## config.mk

```make
export PLATFORM = sky130hd
export DESIGN_NAME = ppg_dc_removal_lowpass_core
export DESIGN_NICKNAME = d
export VERILOG_FILES = /design/src/hdl/ppgdc_pkg.sv /design/src/hdl/ppgdc_regs.sv /design/src/hdl/ppgdc_mul.sv /design/src/hdl/ppg_dc_removal_lowpass_core.sv
export SDC_FILE = /design/constraint.sdc
export NUM_CORES = 2
export LEC_CHECK = 0
export BUFFER_PORTS_ARGS = -buffer_cell sky130_fd_sc_hd__buf_4
export CAP_MARGIN = 10
export CORE_MARGIN = 4
export CORE_UTILIZATION = 59
export DETAILED_ROUTE_END_ITERATION = 12
export PLACE_DENSITY_LB_ADDON = 0.15
export SYNTH_ARGS = -nofsm -noshare
export SYNTH_HDL_FRONTEND = slang
export SYNTH_SLANG_ARGS = --single-unit
export TNS_END_PERCENT = 100
```

## constraint.sdc

```tcl
create_clock -name clk -period 10.9 [get_ports clk]
set_clock_uncertainty 0.05 [all_clocks]
set_input_delay 0.545 -clock clk [delete_from_list [all_inputs] [get_ports clk]]
set_output_delay 0.545 -clock clk [all_outputs]
set_load 0.05 [all_outputs]
```

## src/hdl/ppgdc_pkg.sv

```systemverilog
// Shared package for the optical pulse-signal DC removal and low-pass core.
// Holds the fixed-point widths, register reset values, register indexes,
// state machine encodings and the structs passed between modules. No dependencies.
package ppgdc_pkg;

  // Sample and fixed-point formats.
  localparam int SAMPLE_BITS = 18;
  localparam int FRAC_BITS   = 22;
  localparam int ACC_BITS    = SAMPLE_BITS + FRAC_BITS;
  localparam int DELAY_BITS  = SAMPLE_BITS + FRAC_BITS + 8;

  // Coefficients are Q2.22. Alpha is unsigned and one bit narrower.
  localparam int COEF_BITS  = 24;
  localparam int COEF_FRAC  = 22;
  localparam int ALPHA_BITS = 23;

  // Results are Q.8.
  localparam int OUT_BITS  = 26;
  localparam int OUT_FRAC  = 8;
  localparam int RND_SHIFT = FRAC_BITS - OUT_FRAC;

  // Shared multiplier: the data operand's magnitude is split into two halves.
  localparam int HALF_BITS = (DELAY_BITS + 1) / 2;
  localparam int HI_BITS   = DELAY_BITS - HALF_BITS;

  // Configuration port.
  localparam int CFG_INDEX_BITS = 3;
  localparam int CFG_DATA_BITS  = 24;

  typedef enum logic [CFG_INDEX_BITS-1:0] {
    REG_ALPHA = 3'd0,
    REG_B0    = 3'd1,
    REG_B1    = 3'd2,
    REG_B2    = 3'd3,
    REG_A1    = 3'd4,
    REG_A2    = 3'd5
  } cfg_index_t;

  localparam logic [ALPHA_BITS-1:0]       ALPHA_RESET = 23'd20972;
  localparam logic signed [COEF_BITS-1:0] B0_RESET    = 24'sd84236;
  localparam logic signed [COEF_BITS-1:0] B1_RESET    = 24'sd168471;
  localparam logic signed [COEF_BITS-1:0] B2_RESET    = 24'sd84236;
  localparam logic signed [COEF_BITS-1:0] A1_RESET    = -24'sd6547384;
  localparam logic signed [COEF_BITS-1:0] A2_RESET    = 24'sd2690023;

  typedef struct packed {
    logic [ALPHA_BITS-1:0]       alpha;
    logic signed [COEF_BITS-1:0] b0;
    logic signed [COEF_BITS-1:0] b1;
    logic signed [COEF_BITS-1:0] b2;
    logic signed [COEF_BITS-1:0] a1;
    logic signed [COEF_BITS-1:0] a2;
  } coef_set_t;

  // Request to and response from the shared multiplier.
  typedef struct packed {
    logic                         start;
    logic signed [DELAY_BITS-1:0] a;
    logic signed [COEF_BITS:0]    c;
  } mul_req_t;

  typedef struct packed {
    logic                         done;
    logic signed [DELAY_BITS-1:0] product;
  } mul_rsp_t;

  typedef enum logic [1:0] {
    MS_IDLE,
    MS_LO,
    MS_HI,
    MS_FIX
  } mul_state_t;

  typedef enum logic [2:0] {
    ST_IDLE,
    ST_AC,
    ST_START,
    ST_WAIT,
    ST_RND,
    ST_OUT
  } state_t;

  typedef enum logic [2:0] {
    OP_ALPHA,
    OP_B0,
    OP_B1,
    OP_B2,
    OP_A1,
    OP_A2
  } op_t;

endpackage

```

## src/hdl/ppgdc_regs.sv

```systemverilog
// Configuration register file: alpha and the five biquad coefficients.
// Depends on ppgdc_pkg.
module ppgdc_regs (
  input  logic                                 clk,
  input  logic                                 rst,
  input  logic                                 wr_en,
  input  logic [ppgdc_pkg::CFG_INDEX_BITS-1:0] wr_index,
  input  logic [ppgdc_pkg::CFG_DATA_BITS-1:0]  wr_data,
  output ppgdc_pkg::coef_set_t                 coefs
);
  import ppgdc_pkg::*;

  always_ff @(posedge clk) begin
    if (rst) begin
      coefs.alpha <= ALPHA_RESET;
      coefs.b0    <= B0_RESET;
      coefs.b1    <= B1_RESET;
      coefs.b2    <= B2_RESET;
      coefs.a1    <= A1_RESET;
      coefs.a2    <= A2_RESET;
    end else if (wr_en) begin
      case (cfg_index_t'(wr_index))
        REG_ALPHA: coefs.alpha <= wr_data[ALPHA_BITS-1:0];
        REG_B0:    coefs.b0    <= $signed(wr_data[COEF_BITS-1:0]);
        REG_B1:    coefs.b1    <= $signed(wr_data[COEF_BITS-1:0]);
        REG_B2:    coefs.b2    <= $signed(wr_data[COEF_BITS-1:0]);
        REG_A1:    coefs.a1    <= $signed(wr_data[COEF_BITS-1:0]);
        REG_A2:    coefs.a2    <= $signed(wr_data[COEF_BITS-1:0]);
        default: begin
        end
      endcase
    end
  end

endmodule

```

## src/hdl/ppgdc_mul.sv

```systemverilog
// Shared coefficient multiplier: signed data times signed Q2.22 coefficient,
// rounded half away from zero and saturated, on one narrow multiplier.
// Depends on ppgdc_pkg.
module ppgdc_mul (
  input  logic                clk,
  input  logic                rst,
  input  ppgdc_pkg::mul_req_t req,
  output ppgdc_pkg::mul_rsp_t rsp
);
  import ppgdc_pkg::*;

  localparam int PART_BITS = HALF_BITS + COEF_BITS;
  localparam int SUM_BITS  = DELAY_BITS + COEF_BITS + 1;
  localparam int MAG_BITS  = SUM_BITS - COEF_FRAC;
  localparam logic [SUM_BITS-1:0] RND_HALF = SUM_BITS'(1) << (COEF_FRAC - 1);
  localparam logic [MAG_BITS-1:0] POS_LIM =
    {{(MAG_BITS - DELAY_BITS + 1){1'b0}}, {(DELAY_BITS - 1){1'b1}}};
  localparam logic [MAG_BITS-1:0] NEG_LIM = POS_LIM + MAG_BITS'(1);

  mul_state_t state, state_next;

  logic [DELAY_BITS-1:0] ua;
  logic [COEF_BITS-1:0]  uc;
  logic                  neg;
  logic [PART_BITS-1:0]  part;
  logic [MAG_BITS-1:0]   mag;

  logic                         done;
  logic signed [DELAY_BITS-1:0] product;

  logic [DELAY_BITS-1:0] a_mag;
  logic [COEF_BITS:0]    c_mag;
  logic [HALF_BITS-1:0]  mul_x;
  logic [PART_BITS-1:0]  mul_p;
  logic [SUM_BITS-1:0]   sum;

  assign rsp = {done, product};

  // Magnitudes of the request operands.
  assign a_mag = req.a[DELAY_BITS-1] ? (~req.a + DELAY_BITS'(1)) : req.a;
  assign c_mag = req.c[COEF_BITS] ? (~req.c + (COEF_BITS + 1)'(1)) : req.c;

  // The one multiplier: low half first, then high half.
  assign mul_x = (state == MS_LO) ? ua[HALF_BITS-1:0]
                                  : HALF_BITS'(ua[DELAY_BITS-1:HALF_BITS]);
  assign mul_p = PART_BITS'(mul_x) * PART_BITS'(uc);
  assign sum   = (SUM_BITS'(mul_p) << HALF_BITS) + SUM_BITS'(part) + RND_HALF;

  always_ff @(posedge clk) begin
    if (rst) begin
      state <= MS_IDLE;
      done  <= 1'b0;
    end else begin
      state <= state_next;
      done  <= (state == MS_FIX);
    end
  end

  always_comb begin
    state_next = state;
    case (state)
      MS_IDLE: if (req.start) state_next = MS_LO;
      MS_LO:   state_next = MS_HI;
      MS_HI:   state_next = MS_FIX;
      MS_FIX:  state_next = MS_IDLE;
      default: state_next = MS_IDLE;
    endcase
  end

  always_ff @(posedge clk) begin
    case (state)
      MS_IDLE: begin
        if (req.start) begin
          ua  <= a_mag;
          uc  <= c_mag[COEF_BITS-1:0];
          neg <= req.a[DELAY_BITS-1] ^ req.c[COEF_BITS];
        end
      end
      MS_LO: part <= mul_p;
      MS_HI: mag <= sum[SUM_BITS-1:COEF_FRAC];
      MS_FIX: begin
        if (!neg) begin
          product <= (mag > POS_LIM) ? $signed(POS_LIM[DELAY_BITS-1:0])
                                     : $signed(mag[DELAY_BITS-1:0]);
        end else begin
          product <= (mag > NEG_LIM) ? $signed(NEG_LIM[DELAY_BITS-1:0])
                                     : $signed(~mag[DELAY_BITS-1:0] + DELAY_BITS'(1));
        end
      end
      default: begin
      end
    endcase
  end

endmodule

```

## src/hdl/ppg_dc_removal_lowpass_core.sv

```systemverilog
// Optical pulse-signal front end: exponential baseline removal and a
// transposed direct form II low-pass biquad, sequenced over one multiplier.
// One sample is processed at a time; each of the up to six coefficient products
// (alpha is skipped for the first sample after reset) runs on the shared 24 by 24 unit.
// Reset (rst, synchronous): baseline unloaded, delays zero, registers to defaults.
module ppg_dc_removal_lowpass_core (
  input  logic                                 clk,
  input  logic                                 rst,
  input  logic                                 sample_valid,
  output logic                                 sample_stall,
  input  logic [ppgdc_pkg::SAMPLE_BITS-1:0]    sample,
  output logic                                 result_valid,
  input  logic                                 result_stall,
  output logic signed [ppgdc_pkg::OUT_BITS-1:0] filtered_ac,
  output logic [ppgdc_pkg::OUT_BITS-1:0]       baseline,
  input  logic                                 cfg_valid,
  output logic                                 cfg_ready,
  input  logic [ppgdc_pkg::CFG_INDEX_BITS-1:0] cfg_index,
  input  logic [ppgdc_pkg::CFG_DATA_BITS-1:0]  cfg_data
);
  import ppgdc_pkg::*;

  // Widths of the rounded output magnitudes and of the compares that clamp them.
  localparam int YQ_BITS = DELAY_BITS + 1 - RND_SHIFT;
  localparam int BQ_BITS = ACC_BITS + 1 - RND_SHIFT;
  localparam int YC_BITS = ((YQ_BITS > OUT_BITS) ? YQ_BITS : OUT_BITS) + 1;
  localparam int BC_BITS = ((BQ_BITS > OUT_BITS) ? BQ_BITS : OUT_BITS) + 1;
  localparam logic [YC_BITS-1:0] Y_POS_LIM = YC_BITS'({(OUT_BITS - 1){1'b1}});
  localparam logic [YC_BITS-1:0] Y_NEG_LIM = Y_POS_LIM + YC_BITS'(1);
  localparam logic [BC_BITS-1:0] B_LIM     = BC_BITS'({OUT_BITS{1'b1}});
  localparam logic signed [DELAY_BITS-1:0] D_MAX = {1'b0, {(DELAY_BITS - 1){1'b1}}};
  localparam logic signed [DELAY_BITS-1:0] D_MIN = {1'b1, {(DELAY_BITS - 1){1'b0}}};

  // Clamp a value two bits wider than the delay state into the delay range.
  function automatic logic signed [DELAY_BITS-1:0] sat_delay(
    input logic signed [DELAY_BITS+1:0] v
  );
    logic [2:0] top;
    top = v[DELAY_BITS+1:DELAY_BITS-1];
    if (top == 3'b000 || top == 3'b111) return v[DELAY_BITS-1:0];
    else if (v[DELAY_BITS+1]) return D_MIN;
    else return D_MAX;
  endfunction

  coef_set_t coefs;
  mul_req_t  mul_req;
  mul_rsp_t  mul_rsp;

  state_t state, state_next;
  op_t    op;

  // Filter state and working registers. The baseline accumulator and the two
  // delays carry FRAC_BITS fraction bits.
  logic [SAMPLE_BITS-1:0]       x_reg;
  logic [ACC_BITS-1:0]          base_acc;
  logic                         loaded;
  logic signed [DELAY_BITS-1:0] delay_one;
  logic signed [DELAY_BITS-1:0] delay_two;
  logic signed [ACC_BITS:0]     ac;
  logic signed [DELAY_BITS-1:0] y;
  logic signed [DELAY_BITS:0]   t1;
  logic signed [DELAY_BITS:0]   t2;
  logic [YQ_BITS-1:0]           yq_mag;
  logic                         y_neg;
  logic [BQ_BITS-1:0]           bq;

  logic                         sample_xfer;
  logic                         result_xfer;
  logic [ACC_BITS-1:0]          xs;
  logic signed [DELAY_BITS:0]   base_sum;
  logic [DELAY_BITS-1:0]        y_mag;
  logic [DELAY_BITS:0]          y_rnd;
  logic [ACC_BITS:0]            b_rnd;
  logic [YC_BITS-1:0]           yq_ext;
  logic [BC_BITS-1:0]           bq_ext;

  // The configuration port never pushes back.
  assign cfg_ready = 1'b1;

  ppgdc_regs u_regs (
    .clk      (clk),
    .rst      (rst),
    .wr_en    (cfg_valid),
    .wr_index (cfg_index),
    .wr_data  (cfg_data),
    .coefs    (coefs)
  );

  ppgdc_mul u_mul (
    .clk (clk),
    .rst (rst),
    .req (mul_req),
    .rsp (mul_rsp)
  );

  // A new sample is taken only when the sequencer is idle. The output register
  // keeps the previous result until its transfer, so the next sample can start
  // while the consumer is stalled.
  assign sample_stall = (state != ST_IDLE);
  assign sample_xfer  = sample_valid && !sample_stall;
  assign result_xfer  = result_valid && !result_stall;

  assign xs = {x_reg, {FRAC_BITS{1'b0}}};

  // Baseline moved by the alpha product; kept inside the accumulator's range.
  assign base_sum = $signed({{(DELAY_BITS - ACC_BITS + 1){1'b0}}, base_acc})
                  + (DELAY_BITS + 1)'(mul_rsp.product);

  // Rounding to Q.8, half away from zero, done on magnitudes.
  assign y_mag  = y[DELAY_BITS-1] ? (~y + DELAY_BITS'(1)) : y;
  assign y_rnd  = {1'b0, y_mag} + ((DELAY_BITS + 1)'(1) << (RND_SHIFT - 1));
  assign b_rnd  = {1'b0, base_acc} + ((ACC_BITS + 1)'(1) << (RND_SHIFT - 1));
  assign yq_ext = YC_BITS'(yq_mag);
  assign bq_ext = BC_BITS'(bq);

  // Sequencer: state register.
  always_ff @(posedge clk) begin
    if (rst) begin
      state <= ST_IDLE;
    end else begin
      state <= state_next;
    end
  end

  // Sequencer: next state and the multiplier request. The operands come
  // straight from registers, so the unit always sees stable values.
  always_comb begin
    state_next    = state;
    mul_req.start = 1'b0;
    mul_req.a     = DELAY_BITS'(ac);
    mul_req.c     = {coefs.b0[COEF_BITS-1], coefs.b0};
    case (op)
      OP_ALPHA: mul_req.c = $signed({2'b00, coefs.alpha});
      OP_B0:    mul_req.c = {coefs.b0[COEF_BITS-1], coefs.b0};
      OP_B1:    mul_req.c = {coefs.b1[COEF_BITS-1], coefs.b1};
      OP_B2:    mul_req.c = {coefs.b2[COEF_BITS-1], coefs.b2};
      OP_A1: begin
        mul_req.a = y;
        mul_req.c = {coefs.a1[COEF_BITS-1], coefs.a1};
      end
      OP_A2: begin
        mul_req.a = y;
        mul_req.c = {coefs.a2[COEF_BITS-1], coefs.a2};
      end
      default: begin
      end
    endcase

    case (state)
      ST_IDLE: if (sample_xfer) state_next = ST_AC;
      ST_AC:   state_next = ST_START;
      ST_START: begin
        mul_req.start = 1'b1;
        state_next    = ST_WAIT;
      end
      ST_WAIT: begin
        if (mul_rsp.done) begin
          case (op)
            OP_ALPHA: state_next = ST_AC;
            OP_A2:    state_next = ST_RND;
            default:  state_next = ST_START;
          endcase
        end
      end
      ST_RND: state_next = ST_OUT;
      ST_OUT: if (!result_valid || !result_stall) state_next = ST_IDLE;
      default: state_next = ST_IDLE;
    endcase
  end

  // Control registers: baseline load flag, operation index and result valid.
  always_ff @(posedge clk) begin
    if (rst) begin
      loaded       <= 1'b0;
      op           <= OP_ALPHA;
      result_valid <= 1'b0;
    end else begin
      if (sample_xfer) begin
        loaded <= 1'b1;
        // The first sample loads the baseline directly and skips the alpha step.
        op     <= loaded ? OP_ALPHA : OP_B0;
      end
      if (state == ST_WAIT && mul_rsp.done) begin
        case (op)
          OP_ALPHA: op <= OP_B0;
          OP_B0:    op <= OP_B1;
          OP_B1:    op <= OP_B2;
          OP_B2:    op <= OP_A1;
          OP_A1:    op <= OP_A2;
          default:  op <= OP_ALPHA;
        endcase
      end
      if (state == ST_OUT && (!result_valid || !result_stall)) begin
        result_valid <= 1'b1;
      end else if (result_xfer) begin
        result_valid <= 1'b0;
      end
    end
  end

  // Filter state. Reset clears the baseline and both delays.
  always_ff @(posedge clk) begin
    if (rst) begin
      base_acc  <= '0;
      delay_one <= '0;
      delay_two <= '0;
    end else begin
      if (sample_xfer && !loaded) begin
        base_acc <= {sample, {FRAC_BITS{1'b0}}};
      end
      if (state == ST_WAIT && mul_rsp.done) begin
        case (op)
          OP_ALPHA: begin
            if (base_sum[DELAY_BITS]) begin
              base_acc <= '0;
            end else if (base_sum[DELAY_BITS-1:ACC_BITS] != '0) begin
              base_acc <= '1;
            end else begin
              base_acc <= base_sum[ACC_BITS-1:0];
            end
          end
          OP_A2: begin
            // Both delays advance together; the first uses the old second delay.
            delay_one <= sat_delay((DELAY_BITS + 2)'(t1) + (DELAY_BITS + 2)'(delay_two));
            delay_two <= sat_delay((DELAY_BITS + 2)'(t2)
                                   - (DELAY_BITS + 2)'(mul_rsp.product));
          end
          default: begin
          end
        endcase
      end
    end
  end

  // Working registers of one sample; no reset needed.
  always_ff @(posedge clk) begin
    if (sample_xfer) begin
      x_reg <= sample;
    end
    if (state == ST_AC) begin
      // On the alpha pass this is the error against the old baseline; after
      // the update it is the AC input to the biquad.
      ac <= $signed({1'b0, xs}) - $signed({1'b0, base_acc});
    end
    if (state == ST_WAIT && mul_rsp.done) begin
      case (op)
        OP_B0: y <= sat_delay((DELAY_BITS + 2)'(mul_rsp.product)
                              + (DELAY_BITS + 2)'(delay_one));
        OP_B1: t1 <= (DELAY_BITS + 1)'(mul_rsp.product);
        OP_B2: t2 <= (DELAY_BITS + 1)'(mul_rsp.product);
        OP_A1: t1 <= t1 - (DELAY_BITS + 1)'(mul_rsp.product);
        default: begin
        end
      endcase
    end
    if (state == ST_RND) begin
      yq_mag <= y_rnd[DELAY_BITS:RND_SHIFT];
      y_neg  <= y[DELAY_BITS-1];
      bq     <= b_rnd[ACC_BITS:RND_SHIFT];
    end
    if (state == ST_OUT && (!result_valid || !result_stall)) begin
      if (!y_neg) begin
        filtered_ac <= (yq_ext > Y_POS_LIM) ? $signed(Y_POS_LIM[OUT_BITS-1:0])
                                            : $signed(yq_ext[OUT_BITS-1:0]);
      end else begin
        filtered_ac <= (yq_ext > Y_NEG_LIM) ? $signed(Y_NEG_LIM[OUT_BITS-1:0])
                                            : $signed(~yq_ext[OUT_BITS-1:0]
                                                      + OUT_BITS'(1));
      end
      baseline <= (bq_ext > B_LIM) ? B_LIM[OUT_BITS-1:0] : bq_ext[OUT_BITS-1:0];
    end
  end

endmodule

```

* Word level (Yosys, flattened, before mapping)
Cells that the tools add are included.
W data, S select, Z words.
** Cells by class
- Add/subtract/negate cells :: 15
- $mul :: 1
- Magnitude comparators :: 5
- Equal/unequal tests :: 25
- Multiplexer cells :: 38
- Bitwise logic cells :: 6
- Reduce and logical (&&, ||, !) cells :: 38
** Operators by type and width (count)
- $mux W48 :: 11
- $mux W40 :: 5
- $not A48 Y48 :: 3
- $pmux W25 S5 :: 1
- $pmux W49 S2 :: 1
- $add A48 B2 Y48 const B :: 2
- $mux W26 :: 3
- $add A72 B48 Y73 :: 1
- $add A73 B22 Y73 const B :: 1
- $gt A51 B47 Y1 const B :: 1
- $gt A51 B48 Y1 const B :: 1
- $add A49 B48 Y50 :: 1
- $add A41 B48 Y49 :: 1
- $add A48 B14 Y49 const B :: 1
- $add A48 B48 Y49 :: 1
- $sub A48 B48 Y49 :: 1
- $sub A49 B48 Y49 :: 1
- $add A48 B1 Y48 const B :: 1
- $mul A24 B24 Y48 :: 1
- $mux W24 :: 2
- $mux W47 :: 1
- $add A40 B14 Y41 const B :: 1
- $sub A40 B40 Y41 :: 1
- $gt A35 B25 Y1 const B :: 1
- other kinds (32) :: 84
** Storage, ports and cells
- Bits in registers :: 829
- Input bits :: 50
- Logic and storage cells :: 160

* Longest topological paths before layout
- Depth in word-level cells :: 7
- Mapped depth :: 41
- Mapped depth without buffers :: 38

* By module
From an unflattened synthesis, not the netlist that was laid out.
** Second synthesis, totals
- Cells, all modules :: 7852
- Area total of the unflattened synthesis :: 71025.6 um^2
** Modules (own cells, without submodules)
- ppg_dc_removal_lowpass_core :: times used 1, cells each 4076, area an instance 34704.5 um^2, seq. area each 12462.0 um^2
- ppgdc_mul :: times used 1, cells each 3251, area an instance 30684.4 um^2, seq. area each 6035.8 um^2
- ppgdc_regs :: times used 1, cells each 525, area an instance 5636.7 um^2, seq. area each 2862.7 um^2

* Worst setup path before layout
Ideal clock, no wire load.
- Path type :: reg2reg
- Start point :: reg u_mul.state[1]
- End point :: reg u_mul.mag[49] (data pin)
- Library setup time :: 266 ps
- Arrival time :: 9756 ps
- Required time :: 10584 ps
- Slack :: 828 ps
- Cell stages (with the launch flop) :: 40
- Buffers on the path :: 5
- Clock period less this slack :: 10072 ps
- Path through :: dfxtp_1 -> inv_1 -> ha_1 -> clkbuf_1 -> clkbuf_1 -> mux2_2 -> clkbuf_1 -> and2_1 -> fa_1 -> fa_1 -> inv_1 -> fa_1 -> inv_1 -> fa_1 -> inv_1 -> fa_1 -> inv_1 -> fa_1 -> [4 not listed] -> buf_2 -> a211o_1 -> a211oi_1 -> o21a_1 -> o41ai_1 -> xor2_1 -> ha_1 -> clkbuf_1 -> nand2_1 -> nor2_1 -> nand2_1 -> o22ai_1 -> or2_2 -> nand4_1 -> or3_1 -> nor2_1 -> nand3_1 -> xor2_1
** Between the ends
- Word-level cells in the longest chain between the ends :: 5
** RTL lines
- from (decl) :: RTL line ppgdc_mul.sv:20 : mul_state_t state, state_next;
- from (signal assigned) :: RTL line ppgdc_mul.sv:54 : state <= state_next;
- $eq A2 B1 Y1 :: RTL line ppgdc_mul.sv:44 : assign mul_x = (state == MS_LO) ? ua[HALF_BITS-1:0]
- $mux W24 :: RTL line ppgdc_mul.sv:44
- $mul A24 B24 Y48 :: RTL line ppgdc_mul.sv:46 : assign mul_p = PART_BITS'(mul_x) * PART_BITS'(uc);
- net u_mul.mul_p[21] :: RTL line ppgdc_mul.sv:34 : logic [PART_BITS-1:0] mul_p;
- $add A72 B48 Y73 :: RTL line ppgdc_mul.sv:47 : assign sum = (SUM_BITS'(mul_p) << HALF_BITS) + SUM_BITS'(part) + RND_HALF;
- $add A73 B22 Y73 :: RTL line ppgdc_mul.sv:47
- net u_mul.sum[71] :: RTL line ppgdc_mul.sv:35 : logic [SUM_BITS-1:0] sum;
- to (signal assigned) :: RTL line ppgdc_mul.sv:80 : MS_HI: mag <= sum[SUM_BITS-1:COEF_FRAC];
- to (decl) :: RTL line ppgdc_mul.sv:26 : logic [MAG_BITS-1:0] mag;
The timed path passes the listed nets, and every way through them passes these cells.
A chain may end at the register's enable or synchronous reset.

* Worst setup path after layout
- Start point :: reg u_mul.state[1]
- End point :: reg u_mul.mag[44] (data pin)
Same word-level chain as after synthesis.

==> metrics.txt <==
outcome finished, final reports clean; gp weighted congestion 0.983; peak clock frequency supported by timing 98.5 MHz; met1 routing resource usage after global routing 0.482; Detail Route Antenna Nets 0; vias in the first global route 56,500; fraction of layout instances using a drive strength above 1 0.0617; area of the core region 118,000 um^2; max FFs per register 143; grt met3 use 0.0651; slowest library cell on the worst path sky130_fd_sc_hd__or4_1; unrepaired setup endpoints after global routing no; Worst-path clk slew 60 ps; biggest regs u_regs.coefs x143, u_mul.mag x51, t1 x49; path type of the worst min-delay path in2reg; final count of hold timing violations 0; most frequent cell after synthesis sky130_fd_sc_hd__nand2_1; number of port buffers 103; count of final max-slew check failures 0; sum of negative setup slack 0 ps; clock tree from TritonCTS yes; number of CTS-inserted buffers 91; vias per cell 6.19; core occupancy in the finished layout 0.640; overall die area 125,000 um^2; type of origin of the critical path flop; unique cell type count in the Yosys netlist 95; sinks on the clock net 808; HPWL after detailed placement 164 mm; H-tree levels 3; register containing the most flip-flops in the final layout u_regs.coefs; site row count 126; worst-case clock buffer depth 3; most used cell, CP sky130_fd_sc_hd__fa_1; post-synthesis register bit count 808; final WL 214 mm; clock tree root buffer cell sky130_fd_sc_hd__clkbuf_16; Remaining DRCs 0; met2 track utilization from global routing 0.528; fin crit period 10,150 ps; first-pass iteration count of the detailed router 6; DRT iter0 DRCs 5,960; data required time at the worst endpoint 11,250 ps; buffers inserted by post-CTS timing repair 0; global route overflow 0; worst-path maximum fanout 34; most area-hungry cell type in the Yosys netlist sky130_fd_sc_hd__edfxtp_1; Synth Warn # 0; chip height 353 um; mean routed wirelength per cell 22.9 um; cell count after synthesis 7,815; arrival time of data at the critical path endpoint 10,500 ps; most crowded layer after global routing met2; Hold WS 72.9 ps; measured slew at the worst slew-check pin 1260 ps; die outline width 353 um; antenna violations before repair 5; multi-input gate area in the final layout 44,800 um^2; pin count of the biggest net entering global routing 108; crit path capture type flop; synthesized area 70,300 um^2; total number of vias 57,800; Nets 8,721; I/O pin count 105; share of the synthesized area in the top cell type 0.221; relative max-transition margin 0.159; synth-to-layout area growth 7.52%; initial cell density of the core 0.595; global-route wire length before repair 333 mm; Global Route Usage Sum 0.340; ratio of final minimum period to clock period 0.931; clock latency on the worst-skew pair 700 ps; Filler cells 10,000; area occupied by registers 21,400 um^2; highest cell delay on the worst timing path 640 ps; number of nets produced by synthesis 8,817; ranking of synthesized cells by area sky130_fd_sc_hd__edfxtp_1 22%, sky130_fd_sc_hd__fa_1 14%, sky130_fd_sc_hd__ha_1 8.3%, sky130_fd_sc_hd__dfxtp_1 8.3%, sky130_fd_sc_hd__nand2_1 5.5%; synthesized area per cell 9.00 um^2; post-synthesis sequential area ratio 0.304; Async SR Flop Fraction 0; setup violators final 0; maximum capacitance violations 0; most used flip-flop cell after synthesis sky130_fd_sc_hd__edfxtp_1; ranking of synthesized cells by instance count 1,040 x sky130_fd_sc_hd__nand2_1, 749 x sky130_fd_sc_hd__inv_1, 540 x sky130_fd_sc_hd__a21oi_1; crit path kind reg2reg; number of enable flip-flop cells after synthesis 518
[kinds of logic (layout without fill, tap and decap cells)]
kind of cell	count (synthesis)	in the layout	synth area share
adder cells (fa/ha/maj)	1003	1003	0.229
XOR/XNOR	485	485	0.0604
flip-flops	808	808	0.304
other	2	4	0.000107
multiplexers	90	90	0.0133
buffers and inverters	1146	1129	0.0615
AO/OA/AOI/OAI	1753	1753	0.159
AND/OR/NAND/NOR	2528	2528	0.173
[cell type report]
class / count / area share
tap: 1536 / 0.0254
sequential: 808 / 0.282
timing repair buffer: 207 / 0.0215
clock buffer: 117 / 0.0327
inverter: 750 / 0.0372
antenna: 2 / 0.0000662
multi-input combinational: 5861 / 0.592
clock inverter: 55 / 0.00878
[path summary, 6_finish.rpt]
path | from | end | slack [ps] | cells after the start
hold / removal | cfg_data[3] | u_regs.coefs[51]$_SDFFE_PP1P_ | 70 | 3
setup / recovery | u_mul.state[1]$_SDFFE_PP0P_ | u_mul.mag[44]$_DFFE_PP_ | 750 | 30
hold reg to reg | u_regs.coefs[68]$_SDFFE_PP0P_ | u_regs.coefs[68]$_SDFFE_PP0P_ | 400 | 2
setup reg to reg | u_mul.state[1]$_SDFFE_PP0P_ | u_mul.mag[44]$_DFFE_PP_ | 750 | 30
[placed cells by master (no fill, tap or decap), types with 63 or more instances in the layout]
master and count:
sky130_fd_sc_hd__ha_1 462, sky130_fd_sc_hd__a21oi_1 539, sky130_fd_sc_hd__dfxtp_1 288, sky130_fd_sc_hd__a21o_1 186, sky130_fd_sc_hd__nand4_1 90, sky130_fd_sc_hd__a211oi_1 127, sky130_fd_sc_hd__o21ai_0 361, sky130_fd_sc_hd__edfxtp_1 518
sky130_fd_sc_hd__clkbuf_16 92, sky130_fd_sc_hd__xnor2_1 314, sky130_fd_sc_hd__nand3_1 130, sky130_fd_sc_hd__nand2_1 1039, sky130_fd_sc_hd__inv_1 748, sky130_fd_sc_hd__fa_1 487, sky130_fd_sc_hd__nor2_1 383, sky130_fd_sc_hd__nor3_1 125
sky130_fd_sc_hd__buf_4 186, sky130_fd_sc_hd__and2_1 325, sky130_fd_sc_hd__xor2_1 170, sky130_fd_sc_hd__mux2i_1 63
[per-layer routing]
metal | vias up | part of all wire | wire (um)
met3 | 368 | 0.093 | 20000
met2 | 2516 | 0.44 | 94900
li1 | 26800 | - | -
met1 | 28100 | 0.43 | 91200
met4 | 6 | 0.036 | 7750
met5 | - | 0.00019 | 41
[critical path, delay by kind of cell (launching register included)]
kind / cells / cell delay, ps
flip-flops: 1 / 340
AND/OR/NAND/NOR: 9 / 2350
buffers and inverters: 7 / 800
adder cells (fa/ha/maj): 9 / 4490
multiplexers: 1 / 590
XOR/XNOR: 2 / 440
AO/OA/AOI/OAI: 2 / 800
[timing repair]
action / 4_1_cts / 5_1_grt
endpoints found under the hold margin: 18 / 0
gates resized for setup: 0 / 3
hold buffers: 18 / 0
endpoints found under the setup margin: 0 / 9
[metrics by stage]
stage                     cells  cell area, um^2  setup WS, ps
after floorplan            7815            70300           828
after global placement     9143            72300           676
after detailed placement   9143            72300           478
after CTS                  9333            75600           392
after global routing       9334            75600           158
final                      9336            75600           747
Power is not shown: default switching activity piles up to over one toggle a cycle in this logic, so the estimate is an artifact.
